===== config.mk =====
export PLATFORM = sky130hd
export DESIGN_NAME = uart_command_frame_parser_top_flat
export DESIGN_NICKNAME = d
export VERILOG_FILES = /design/src/ucfp_pkg.sv /design/src/ucfp_if.sv /design/src/ucfp_in_reg.sv /design/src/ucfp_core.sv /design/src/ucfp_out_buf.sv /design/src/uart_command_frame_parser_top.sv /design/src/flat_wrapper.sv
export VERILOG_INCLUDE_DIRS = /design/src /design/src/src
export SDC_FILE = /design/constraint.sdc
export NUM_CORES = 1
export LEC_CHECK = 0
export BUFFER_PORTS_ARGS = -buffer_cell sky130_fd_sc_hd__clkbuf_2
export CAP_MARGIN = 20
export CORE_MARGIN = 2
export CORE_UTILIZATION = 53
export CTS_CLUSTER_DIAMETER = 100
export DETAILED_ROUTE_END_ITERATION = 8
export GPL_TIMING_DRIVEN = 0
export PLACE_DENSITY = 0.75
export SETUP_SLACK_MARGIN = 0.05
export SYNTH_ARGS = -nofsm -noshare
export SYNTH_HDL_FRONTEND = slang
export SYNTH_SLANG_ARGS = --single-unit

===== constraint.sdc =====
create_clock -name i_clk -period 7.2 [get_ports i_clk]
set_clock_uncertainty 0.1 [all_clocks]
set_input_delay 0.72 -clock i_clk [delete_from_list [all_inputs] [get_ports i_clk]]
set_output_delay 0.72 -clock i_clk [all_outputs]
set_load 0.005 [all_outputs]

===== src/uart_command_frame_parser_top_macros.svh =====
// assertion macros for the uart command frame parser top level
// expects i_clk and i_rst_n in the scope where a macro is used
`ifndef UART_COMMAND_FRAME_PARSER_TOP_MACROS_SVH
`define UART_COMMAND_FRAME_PARSER_TOP_MACROS_SVH

// same-cycle implication, checked out of reset
`define UCFP_ASSERT_NOW(label, ante, cons, msg) \
    label: assert property (@(posedge i_clk) disable iff (!i_rst_n) (ante) |-> (cons)) \
        else $error(msg);

// next-cycle implication, checked out of reset
`define UCFP_ASSERT_NEXT(label, ante, cons, msg) \
    label: assert property (@(posedge i_clk) disable iff (!i_rst_n) (ante) |=> (cons)) \
        else $error(msg);

`endif


===== src/ucfp_pkg.sv =====
// shared constants and types for the uart command frame parser
// no dependencies
`timescale 1ns / 1ps

package ucfp_pkg;

    localparam logic [7:0] BYTE_WAVE_START  = 8'hEA;
    localparam logic [7:0] BYTE_CONN_START  = 8'hAA;
    localparam logic [7:0] BYTE_CLEAR_START = 8'h9F;
    localparam logic [7:0] BYTE_WAVE_END    = 8'hFA;
    localparam logic [7:0] BYTE_CONN_END    = 8'hF5;

    typedef enum logic [1:0] {
        KIND_WAVE  = 2'd0,
        KIND_CONN  = 2'd1,
        KIND_CLEAR = 2'd2,
        KIND_DROP  = 2'd3
    } t_kind;

    typedef struct packed {
        t_kind       command_kind;
        logic [7:0]  wave_code;
        logic [31:0] frequency_bytes;
        logic [31:0] amplitude_bytes;
        logic [7:0]  point_a;
        logic [7:0]  point_b;
    } t_result;

    typedef struct packed {
        logic take;
        logic idle;
        logic res_valid;
    } t_core_status;

    typedef struct packed {
        logic main_valid;
        logic skid_valid;
    } t_buf_status;

endpackage


===== src/ucfp_if.sv =====
// valid/ready channel interfaces for received bytes and parsed commands
// depends on ucfp_pkg
`timescale 1ns / 1ps

interface ucfp_in_if;
    logic       valid;
    logic       ready;
    logic [7:0] rx_byte;

    modport source (output valid, output rx_byte, input ready);
    modport sink   (input valid, input rx_byte, output ready);
endinterface

interface ucfp_out_if;
    logic                valid;
    logic                ready;
    ucfp_pkg::t_kind     command_kind;
    logic [7:0]          wave_code;
    logic [31:0]         frequency_bytes;
    logic [31:0]         amplitude_bytes;
    logic [7:0]          point_a;
    logic [7:0]          point_b;

    modport source (output valid, output command_kind, output wave_code,
                    output frequency_bytes, output amplitude_bytes,
                    output point_a, output point_b, input ready);
    modport sink   (input valid, input command_kind, input wave_code,
                    input frequency_bytes, input amplitude_bytes,
                    input point_a, input point_b, output ready);
endinterface


===== src/ucfp_in_reg.sv =====
// input register stage: holds one received byte for the parser
// depends on ucfp_in_if
`timescale 1ns / 1ps

module ucfp_in_reg (
    input  logic          i_clk,
    input  logic          i_rst_n,
    ucfp_in_if.sink       i_in,
    input  logic          i_take,
    output logic          o_valid,
    output logic [7:0]    o_byte
);
    logic       r_valid;
    logic [7:0] r_byte;

    // refill in the same cycle the parser consumes the held item
    assign i_in.ready = !r_valid || i_take;

    always_ff @(posedge i_clk) begin
        if (!i_rst_n) begin
            r_valid <= 1'b0;
        end else if (i_in.ready) begin
            r_valid <= i_in.valid;
        end
        if (i_in.valid && i_in.ready) begin
            r_byte <= i_in.rx_byte;
        end
    end

    assign o_valid = r_valid;
    assign o_byte  = r_byte;
endmodule


===== src/ucfp_core.sv =====
// frame parser: state machine and collected frame bytes
// depends on ucfp_pkg
`timescale 1ns / 1ps

module ucfp_core (
    input  logic                   i_clk,
    input  logic                   i_rst_n,
    input  logic                   i_valid,
    input  logic [7:0]             i_byte,
    input  logic                   i_buf_ready,
    output logic                   o_take,
    output logic                   o_res_valid,
    output ucfp_pkg::t_result      o_res,
    output ucfp_pkg::t_core_status o_status
);
    import ucfp_pkg::*;

    typedef enum logic [3:0] {
        ST_IDLE = 4'd0,
        ST_PA   = 4'd1,
        ST_PB   = 4'd2,
        ST_CLR  = 4'd3,
        ST_WAVE = 4'd4,
        ST_F1   = 4'd5,
        ST_F2   = 4'd6,
        ST_F3   = 4'd7,
        ST_F4   = 4'd8,
        ST_A1   = 4'd9,
        ST_A2   = 4'd10,
        ST_A3   = 4'd11,
        ST_A4   = 4'd12,
        ST_TERM = 4'd13
    } t_state;

    t_state      r_state, n_state;
    logic        r_conn, n_conn;
    logic [7:0]  r_wave, n_wave;
    logic [31:0] r_freq, n_freq;
    logic [31:0] r_amp, n_amp;
    logic [7:0]  r_pa, n_pa;
    logic [7:0]  r_pb, n_pb;
    logic        n_res_valid;
    t_result     n_res;

    assign o_take = i_valid && i_buf_ready;

    always_comb begin
        n_state     = r_state;
        n_conn      = r_conn;
        n_wave      = r_wave;
        n_freq      = r_freq;
        n_amp       = r_amp;
        n_pa        = r_pa;
        n_pb        = r_pb;
        n_res_valid = 1'b0;
        n_res       = '0;
        case (r_state) inside
            ST_IDLE: begin
                if (i_byte == BYTE_WAVE_START) begin
                    n_conn  = 1'b0;
                    n_state = ST_WAVE;
                end else if (i_byte == BYTE_CONN_START) begin
                    n_conn  = 1'b1;
                    n_state = ST_PA;
                end else if (i_byte == BYTE_CLEAR_START) begin
                    n_state = ST_CLR;
                end
            end
            ST_PA: begin
                n_pa    = i_byte;
                n_state = ST_PB;
            end
            ST_PB: begin
                n_pb    = i_byte;
                n_state = ST_TERM;
            end
            ST_CLR: begin
                n_state            = ST_IDLE;
                n_res_valid        = 1'b1;
                n_res.command_kind = KIND_CLEAR;
            end
            ST_WAVE: begin
                n_wave  = i_byte;
                n_state = ST_F1;
            end
            [ST_F1:ST_F4]: begin
                n_freq  = {r_freq[23:0], i_byte};
                n_state = t_state'(r_state + 4'd1);
            end
            [ST_A1:ST_A4]: begin
                n_amp   = {r_amp[23:0], i_byte};
                n_state = t_state'(r_state + 4'd1);
            end
            ST_TERM: begin
                n_state     = ST_IDLE;
                n_res_valid = 1'b1;
                // the other frame's terminator counts as a wrong one
                if (!r_conn && i_byte == BYTE_WAVE_END) begin
                    n_res.command_kind    = KIND_WAVE;
                    n_res.wave_code       = r_wave;
                    n_res.frequency_bytes = r_freq;
                    n_res.amplitude_bytes = r_amp;
                end else if (r_conn && i_byte == BYTE_CONN_END) begin
                    n_res.command_kind = KIND_CONN;
                    n_res.point_a      = r_pa;
                    n_res.point_b      = r_pb;
                end else begin
                    n_res.command_kind = KIND_DROP;
                end
            end
            default: begin
                n_state = ST_IDLE;
            end
        endcase
    end

    always_ff @(posedge i_clk) begin
        if (!i_rst_n) begin
            r_state <= ST_IDLE;
            r_conn  <= 1'b0;
            r_wave  <= '0;
            r_freq  <= '0;
            r_amp   <= '0;
            r_pa    <= '0;
            r_pb    <= '0;
        end else if (o_take) begin
            r_state <= n_state;
            r_conn  <= n_conn;
            r_wave  <= n_wave;
            r_freq  <= n_freq;
            r_amp   <= n_amp;
            r_pa    <= n_pa;
            r_pb    <= n_pb;
        end
    end

    assign o_res_valid        = o_take && n_res_valid;
    assign o_res              = n_res;
    assign o_status.take      = o_take;
    assign o_status.idle      = (r_state == ST_IDLE);
    assign o_status.res_valid = o_res_valid;
endmodule


===== src/ucfp_out_buf.sv =====
// result register with a skid entry in front of the output channel
// depends on ucfp_pkg and ucfp_out_if
`timescale 1ns / 1ps

module ucfp_out_buf (
    input  logic                  i_clk,
    input  logic                  i_rst_n,
    input  logic                  i_res_valid,
    input  ucfp_pkg::t_result     i_res,
    output logic                  o_ready,
    ucfp_out_if.source            o_out,
    output ucfp_pkg::t_buf_status o_status
);
    import ucfp_pkg::*;

    logic    r_main_valid;
    logic    r_skid_valid;
    t_result r_main;
    t_result r_skid;
    logic    pop;

    assign o_ready = !r_skid_valid;
    assign pop     = r_main_valid && o_out.ready;

    always_ff @(posedge i_clk) begin
        if (!i_rst_n) begin
            r_main_valid <= 1'b0;
            r_skid_valid <= 1'b0;
        end else if (pop) begin
            if (r_skid_valid) begin
                r_main       <= r_skid;
                r_skid_valid <= 1'b0;
            end else if (i_res_valid) begin
                r_main <= i_res;
            end else begin
                r_main_valid <= 1'b0;
            end
        end else if (i_res_valid) begin
            // push only arrives while the skid entry is free
            if (!r_main_valid) begin
                r_main       <= i_res;
                r_main_valid <= 1'b1;
            end else begin
                r_skid       <= i_res;
                r_skid_valid <= 1'b1;
            end
        end
    end

    assign o_out.valid           = r_main_valid;
    assign o_out.command_kind    = r_main.command_kind;
    assign o_out.wave_code       = r_main.wave_code;
    assign o_out.frequency_bytes = r_main.frequency_bytes;
    assign o_out.amplitude_bytes = r_main.amplitude_bytes;
    assign o_out.point_a         = r_main.point_a;
    assign o_out.point_b         = r_main.point_b;

    assign o_status.main_valid = r_main_valid;
    assign o_status.skid_valid = r_skid_valid;
endmodule


===== src/uart_command_frame_parser_top.sv =====
// top level of the uart command frame parser
// depends on ucfp_pkg, ucfp_if, ucfp_in_reg, ucfp_core, ucfp_out_buf and the macros header
`timescale 1ns / 1ps

// Parses received serial bytes into waveform, connect and clear commands, one byte
// per clock while the output side keeps up. The byte that completes a frame passes
// through the input register, and its result then goes into the result register,
// which drives the output. The result register has a skid entry, so bytes keep
// flowing while one result waits; a second result goes into the skid entry, and
// then the input stalls until the output is taken. Wrong terminators give a drop
// result, unrecognized bytes in idle are ignored and give no result.
module uart_command_frame_parser_top (
    input  logic        i_clk,
    input  logic        i_rst_n,
    ucfp_in_if.sink     i_in,
    ucfp_out_if.source  o_out
);
    import ucfp_pkg::*;
    `include "uart_command_frame_parser_top_macros.svh"

    logic         in_valid;
    logic [7:0]   in_byte;
    logic         take;
    logic         buf_ready;
    logic         res_valid;
    t_result      res;
    t_core_status core_status;
    t_buf_status  buf_status;

    ucfp_in_reg u_in_reg (
        .i_clk   (i_clk),
        .i_rst_n (i_rst_n),
        .i_in    (i_in),
        .i_take  (take),
        .o_valid (in_valid),
        .o_byte  (in_byte)
    );

    ucfp_core u_core (
        .i_clk       (i_clk),
        .i_rst_n     (i_rst_n),
        .i_valid     (in_valid),
        .i_byte      (in_byte),
        .i_buf_ready (buf_ready),
        .o_take      (take),
        .o_res_valid (res_valid),
        .o_res       (res),
        .o_status    (core_status)
    );

    ucfp_out_buf u_out_buf (
        .i_clk       (i_clk),
        .i_rst_n     (i_rst_n),
        .i_res_valid (res_valid),
        .i_res       (res),
        .o_ready     (buf_ready),
        .o_out       (o_out),
        .o_status    (buf_status)
    );

    // a start or ignored byte in idle never yields a result
    `UCFP_ASSERT_NOW(a_idle_no_result, core_status.take && core_status.idle, !core_status.res_valid, "result from an idle byte")
    // the skid entry is only used behind a full result register
    `UCFP_ASSERT_NOW(a_skid_behind_main, buf_status.skid_valid, buf_status.main_valid, "skid entry without main entry")
    // input stalls only when the skid entry is occupied
    `UCFP_ASSERT_NOW(a_stall_cause, !i_in.ready, buf_status.skid_valid && in_valid, "input stalled without a full buffer")
    // a result pushed into an empty buffer shows on the output next cycle
    `UCFP_ASSERT_NEXT(a_result_shows, core_status.res_valid && !buf_status.main_valid, o_out.valid, "result lost")
endmodule

===== src/flat_wrapper.sv =====
// flat-port wrapper written by rule: the top's interface ports become plain ports
module uart_command_frame_parser_top_flat import ucfp_pkg::*;
  (i_clk, i_rst_n, i_in_valid, i_in_rx_byte, i_in_ready, o_out_valid, o_out_command_kind, o_out_wave_code, o_out_frequency_bytes, o_out_amplitude_bytes, o_out_point_a, o_out_point_b, o_out_ready);
  ucfp_in_if i_in_i ();
  ucfp_out_if o_out_i ();
  input  logic i_clk;
  input  logic i_rst_n;
  input wire logic [$bits(i_in_i.valid)-1:0] i_in_valid;
  input wire logic [$bits(i_in_i.rx_byte)-1:0] i_in_rx_byte;
  output wire logic [$bits(i_in_i.ready)-1:0] i_in_ready;
  output wire logic [$bits(o_out_i.valid)-1:0] o_out_valid;
  output wire logic [$bits(o_out_i.command_kind)-1:0] o_out_command_kind;
  output wire logic [$bits(o_out_i.wave_code)-1:0] o_out_wave_code;
  output wire logic [$bits(o_out_i.frequency_bytes)-1:0] o_out_frequency_bytes;
  output wire logic [$bits(o_out_i.amplitude_bytes)-1:0] o_out_amplitude_bytes;
  output wire logic [$bits(o_out_i.point_a)-1:0] o_out_point_a;
  output wire logic [$bits(o_out_i.point_b)-1:0] o_out_point_b;
  input wire logic [$bits(o_out_i.ready)-1:0] o_out_ready;
  assign i_in_i.valid = i_in_valid;
  assign i_in_i.rx_byte = i_in_rx_byte;
  assign i_in_ready = i_in_i.ready;
  assign o_out_valid = o_out_i.valid;
  assign o_out_command_kind = o_out_i.command_kind;
  assign o_out_wave_code = o_out_i.wave_code;
  assign o_out_frequency_bytes = o_out_i.frequency_bytes;
  assign o_out_amplitude_bytes = o_out_i.amplitude_bytes;
  assign o_out_point_a = o_out_i.point_a;
  assign o_out_point_b = o_out_i.point_b;
  assign o_out_i.ready = o_out_ready;
  uart_command_frame_parser_top u_core (.i_clk(i_clk), .i_rst_n(i_rst_n), .i_in(i_in_i), .o_out(o_out_i));
endmodule

After elaboration in Yosys (flattened, before gate mapping) --
Index checks and enable logic that the tools add are counted.
Operators by class: equal/unequal tests 14, mux-type cells 50, reduce and logical (&&, ||, !) cells 28, add/sub/neg operators 1, order comparisons 4, bitwise operators 8
Operators with widths (count):
- 88-bit two-way mux | 8
- 90-bit two-way mux | 5
- 72-bit two-way mux | 1
- 8-bit == test (second input constant) | 5
- 4-bit two-way mux | 10
- 16-bit two-way mux | 2
- 2-bit two-way mux | 10
- 1-bit two-way mux | 14
- 4-bit AND reduction | 3
- 3-bit AND reduction | 3
- 4-bit by 2-bit == test with 1-bit output (second input constant) | 2
- 4-bit less-or-equal comparator (second input constant) | 2
- 1-bit logical AND | 8
- 1-bit inverter | 8
- 8-bit AND reduction | 1
- 7-bit AND reduction | 1
- 6-bit AND reduction | 1
- 2-bit nonzero test | 3
- 4-bit by 1-bit adder with 4-bit output (second input constant) | 1
- 4-bit by 1-bit == test with 1-bit output (second input constant) | 1
- 4-bit by 3-bit == test with 1-bit output (second input constant) | 1
- 4-bit == test (second input constant) | 1
- 4-bit by 3-bit >= comparator with 1-bit output (second input constant) | 1
- 4-bit >= comparator (second input constant) | 1
- other kinds (8) | 12
Storage, ports and cells: bits in registers 284, output and inout bits 92, word-level logic and storage cells 128, input port bits 12

Logic depth before layout (Yosys ltp) --
depth in word-level cells 15, mapped depth 10, gate-level depth less buffers 9

By module --
Synthesis repeated with hierarchy kept, for this count alone.
Second synthesis, totals: cell total of the unflattened synthesis 827, area total of the unflattened synthesis 11614.9 µm²
By module, submodules not included:
- ucfp_out_buf | seq. area each 5445.2 µm², cells each 297, instances 1, area an instance 6672.6 µm²
- ucfp_core | seq. area each 1861.8 µm², cells each 517, instances 1, area an instance 4644.5 µm²
- ucfp_in_reg | seq. area each 260.2 µm², cells each 13, instances 1, area an instance 297.8 µm²

Worst setup path after synthesis --
OpenSTA, ideal clock, no wires.
kind register -> register, start point reg u_core.u_core.r_state[0], end point reg u_core.u_out_buf.r_main, in the netlist u_core.u_out_buf.o_out.amplitude_bytes[0], enable pin, buffers on the path 1, library setup time 0.610 ns, required time 6.490 ns, path slack -0.623 ns, cell stages (with the launch flop) 10, clock period less this slack 7.823 ns, data arrival time 7.112 ns, cell sequence dfxtp_1 inv_1 ha_1 buf_2 nor2_1 o31ai_1 a221oi_2 inv_1 ha_1 a2111oi_2
On the way: word-level cells in the longest chain between the ends 12, elaborated cells between the ends (all ways) 24, those cells by class order compare: 4; eq/ne: 5; mux: 8; reduce/logical: 7
RTL lines:
- start: declaration | RTL line ucfp_core.sv:35 | t_state r_state, n_state;
- start signal: assignment | RTL line ucfp_core.sv:127 | r_state <= n_state;
- 4-bit >= comparator (no line), or another cell as far along
- 1-bit logical AND (no line) / 1-bit two-way mux (equally long branches)
- 1-bit two-way mux (6 in series) | RTL line ucfp_core.sv:57 | case (r_state) inside
- 1-bit two-way mux * | RTL line ucfp_core.sv:57
- 1-bit logical AND * | RTL line ucfp_core.sv:137 | assign o_res_valid = o_take && n_res_valid;
- 2-bit nonzero test (no line)
- 4-bit AND reduction (no line) *
- end signal: assignment | RTL line ucfp_out_buf.sv:31 | r_main <= r_skid;
- end signal: assignment | RTL line ucfp_out_buf.sv:34 | r_main <= i_res;
- end signal: assignment | RTL line ucfp_out_buf.sv:41 | r_main <= i_res;
- end: declaration | RTL line ucfp_out_buf.sv:18 | t_result r_main;
Every way passes the cells marked *; elsewhere a longest branch is shown, timed or not. A chain may end at the register's enable or synchronous reset.

Worst setup path in the final report --
start point reg u_core.u_core.r_state[0], end point reg u_core.u_out_buf.r_main, in the netlist u_core.u_out_buf.o_out.amplitude_bytes[3], enable pin
The elaborated chain is that of the path after synthesis.

==> impl_metrics.env <==
export IMPL_postLayoutCoreUtil_pct=63.3
export IMPL_timing_max_slew_rel_slack_pct=48.1
export IMPL_area_growth_syn_to_layout_pct=16.6
export IMPL_place_area_sq_um=12400
export IMPL_post_route_cells_drive_above_1_share_pct=34.1
export IMPL_drt_pass_1_iters=7
export IMPL_max_clock_freq_ghz=0.249
export IMPL_holdWs_ns=0.262
export IMPL_design_die_area_sq_um=22800
export IMPL_final_min_clock_period_ns=4.01
export IMPL_count_of_nets_after_finishing=1026
export IMPL_start_util_pct=54.3
export IMPL_synth_top_cell_area_share_pct=49.3
export IMPL_r2r_setup_slack_ns=3.19
export IMPL_seqCellArea_sq_um=7570
export IMPL_most_area_consuming_cells_after_synthesis="sky130_fd_sc_hd__edfxtp_1 49%, sky130_fd_sc_hd__dfxtp_1 17%, sky130_fd_sc_hd__mux2_2 8.7%"
export IMPL_post_route_period_util_pct=55.7
export IMPL_critical_path_class="register to register"
export IMPL_io_pins=104
export IMPL_synth_warning_count=0
export IMPL_cp_end_kind="register"
export IMPL_multiInputGateArea_sq_um=3600
export IMPL_holdBufCountCts=0
export IMPL_finalMaxSlewViolations=0
export IMPL_route_antenna_remaining_nets=0
export IMPL_drcViolationCount=0
export IMPL_cts_clk_slew_worst_paths_ns=0.06
export IMPL_cts_max_level=1
export IMPL_detailed_place_hpwl_mm=14.5
export IMPL_clockBufferDepth=3
export IMPL_endpoint_required_time_on_the_critical_path_ns=7.34
export IMPL_place_congestion=0.857
export IMPL_vias_per_cell=5.29
export IMPL_floorplan_die_height_um=151
export IMPL_tritoncts_num_sinks=284
export IMPL_detailroute_via_count=6914
export IMPL_grt_max_degree=52
export IMPL_routed_wirelength_mm=21.8
export IMPL_primary_ff_master_synth="sky130_fd_sc_hd__edfxtp_1"
export IMPL_final_hold_violation_count=0
export IMPL_postSynthCellCount=866
export IMPL_post_cts_resized_instances=0
export IMPL_cts_repair_timing_setup_buffer_count=0
export IMPL_ir_drop_mv=0.178
export IMPL_placeableCoreArea_sq_um=21100
export IMPL_detailedRoute_firstIterationViolations=519
export IMPL_insertedDiodeCount=0
export IMPL_maxCapViolations=0
export IMPL_tightestPinTransition_ns=0.778
export IMPL_global_route_wire_length_before_repair_mm=34.0
export IMPL_buffer_ports_inserted=103
export IMPL_synth_async_reset_ratio_pct=0
export IMPL_crit_arrival_ns=4.15
export IMPL_synth_yosys_seq_area_share_pct=66.1
export IMPL_n_fill_cell=1614
export IMPL_cts_buffers_inserted=29
export IMPL_ys_seq_elements=284
export IMPL_global_route_usage_total_pct=18.9
export IMPL_postLayoutCellArea_sq_um=13400
export IMPL_core_rowCount=53
export IMPL_synthDistinctLibCells=52
export IMPL_cts_tree="built"
export IMPL_totalNegativeSetupSlack_ns=0
export IMPL_clk_root_buffer_cell="sky130_fd_sc_hd__clkbuf_16"
export IMPL_unrepaired_setup_endpoints_after_global_routing="no"
export IMPL_average_routed_wire_per_standard_cell_um=16.7
export IMPL_number_of_antenna_violations_at_the_first_check_in_global_routing=0
export IMPL_pwr_density_nw_per_um2=239
export IMPL_nature_of_the_critical_path_startpoint="register"
export IMPL_mappedNetlistArea_sq_um=11500
export IMPL_via_count_of_the_first_global_routing_pass=6605
export IMPL_syn_area_per_cell_sq_um=13.2
export IMPL_syn_nets=884
export IMPL_leakagePower_uw=0.00490
export IMPL_run_status="finished clean"
export IMPL_die_width_um=151
export IMPL_critical_path_peak_fanout=15
export IMPL_synth_largest_area_cell="sky130_fd_sc_hd__edfxtp_1"
export IMPL_min_delay_path_class="primary input to register"
export IMPL_synth_edff_count=188
export IMPL_globalRoute_totalOverflow=0
export IMPL_number_of_endpoints_failing_setup_at_the_final_stage=0
export IMPL_clk_insertion_delay_late_ns=0.54
final cells by class:
class | count | area share, %
Timing Repair Buffer | 111 | 4.66
Clock buffer | 34 | 5.72
Buffer | 52 | 2.11
Multi-Input combinational cell | 523 | 26.9
Inverter | 7 | 0.197
Tap cell | 275 | 2.58
Sequential cell | 284 | 56.7
Clock inverter | 20 | 1.16
worst paths after layout:
check | from | end | cells after the start
max | u_core.u_core.r_state[0] | u_core.u_out_buf.o_out.amplitude_bytes[3] | 12
min | i_in_rx_byte[7] | u_core.u_in_reg.o_byte[7] | 1
max reg2reg | u_core.u_core.r_state[0] | u_core.u_out_buf.o_out.amplitude_bytes[3] | 12
min reg2reg | u_core.u_core.r_amp[27] | u_core.u_core.r_amp[27] | 2
state kept, by name, indices dropped and copies added (netlist names), 2 cells and up:
name                                    cells
u_core.u_core.r_pb                          8
u_core.u_core.r_amp                        32
u_core.u_out_buf.r_skid                    90
u_core.u_core.r_freq                       32
u_core.u_out_buf.o_out.frequency_bytes     32
u_core.u_out_buf.o_out.command_kind         2
u_core.u_out_buf.o_out.point_a              8
u_core.u_core.r_wave                        8
u_core.u_out_buf.o_out.amplitude_bytes     32
u_core.u_out_buf.o_out.point_b              8
u_core.u_core.r_pa                          8
u_core.u_out_buf.o_out.wave_code            8
u_core.u_in_reg.o_byte                      8
u_core.u_core.r_state                       4
placed cells by master (no fill, tap or decap), types with 8 or more instances in the layout:
cell and count:
sky130_fd_sc_hd__clkinv_2 8, sky130_fd_sc_hd__clkbuf_16 29, sky130_fd_sc_hd__mux2i_1 23, sky130_fd_sc_hd__edfxtp_1 188
sky130_fd_sc_hd__nor2_1 39, sky130_fd_sc_hd__dfxtp_1 96, sky130_fd_sc_hd__buf_6 15, sky130_fd_sc_hd__clkbuf_2 103
sky130_fd_sc_hd__mux2_2 88, sky130_fd_sc_hd__and2_1 21, sky130_fd_sc_hd__a21oi_1 73, sky130_fd_sc_hd__and2_4 70
sky130_fd_sc_hd__nand2_1 143, sky130_fd_sc_hd__clkbuf_1 28, sky130_fd_sc_hd__buf_2 15
synthesized netlist by cell type, types with 2 or more instances:
cell and number:
sky130_fd_sc_hd__edfxtp_1 188, sky130_fd_sc_hd__buf_6 8, sky130_fd_sc_hd__nor2b_1 4, sky130_fd_sc_hd__nand2_1 143
sky130_fd_sc_hd__a21oi_1 73, sky130_fd_sc_hd__buf_1 2, sky130_fd_sc_hd__o32ai_1 2, sky130_fd_sc_hd__ha_1 6
sky130_fd_sc_hd__o21ai_0 3, sky130_fd_sc_hd__buf_4 2, sky130_fd_sc_hd__nor2_1 39, sky130_fd_sc_hd__mux2i_1 23
sky130_fd_sc_hd__nand2b_1 4, sky130_fd_sc_hd__mux2_2 88, sky130_fd_sc_hd__inv_1 7, sky130_fd_sc_hd__o31a_1 2
sky130_fd_sc_hd__nand4b_1 4, sky130_fd_sc_hd__o21bai_1 3, sky130_fd_sc_hd__nor3_1 4, sky130_fd_sc_hd__dfxtp_1 96
sky130_fd_sc_hd__and2_1 21, sky130_fd_sc_hd__a31oi_1 2, sky130_fd_sc_hd__clkbuf_1 25, sky130_fd_sc_hd__o31ai_1 2
sky130_fd_sc_hd__and2_4 70, sky130_fd_sc_hd__a221oi_1 2, sky130_fd_sc_hd__buf_2 15, sky130_fd_sc_hd__nor2_4 2
sky130_fd_sc_hd__nand3_1 2, sky130_fd_sc_hd__a311oi_1 2
layer usage:
layer  global-route usage (%)  routed length, um
met1                     26.9              10100
met4                     3.83                338
met5                        0                  0
met2                     31.1              10200
met3                     3.07               1180
critical path, cell delays in order (launching register included):
cell and delay (ns):
sky130_fd_sc_hd__dfxtp_1 0.48, sky130_fd_sc_hd__inv_1 0.16, sky130_fd_sc_hd__ha_1 0.22, sky130_fd_sc_hd__buf_2 0.16, sky130_fd_sc_hd__nor2_1 0.31, sky130_fd_sc_hd__o31ai_1 0.23
sky130_fd_sc_hd__a221oi_2 0.32, sky130_fd_sc_hd__inv_1 0.15, sky130_fd_sc_hd__ha_1 0.26, sky130_fd_sc_hd__a2111oi_4 0.61, sky130_fd_sc_hd__buf_6 0.29, sky130_fd_sc_hd__buf_6 0.20
sky130_fd_sc_hd__buf_6 0.20
logic make-up (layout without fill, tap and decap cells):
family                     after synthesis  after routing  synth area share (%)
AOI/OAI and AO/OA                       99             99                  5.08
adders and majority gates                6              6                 0.655
buffers and inverters                   59            224                  2.69
DFF                                    284            284                  66.1
muxes                                  112            112                  10.8
and+or+nand+nor                        306            306                  14.7
power breakdown:
| part | internal (uW) | total (uW) | switching [uW] |
|---|---|---|---|
| Sequential | 1720 | 1730 | 5.49 |
| Clock | 830 | 1440 | 607 |
| Combinational | 7.46 | 26.9 | 19.4 |
metrics by stage:
stage	cells	worst slack, ns	total power (uW)
after floorplan	866	1.83	1770
after global placement	1244	0.173	1790
after detailed placement	1252	3.18	1790
after CTS	1306	3.18	3210
after global routing	1306	2.87	3290
final	1306	3.19	3190
Note: power is estimated with default switching activity, not from simulation.
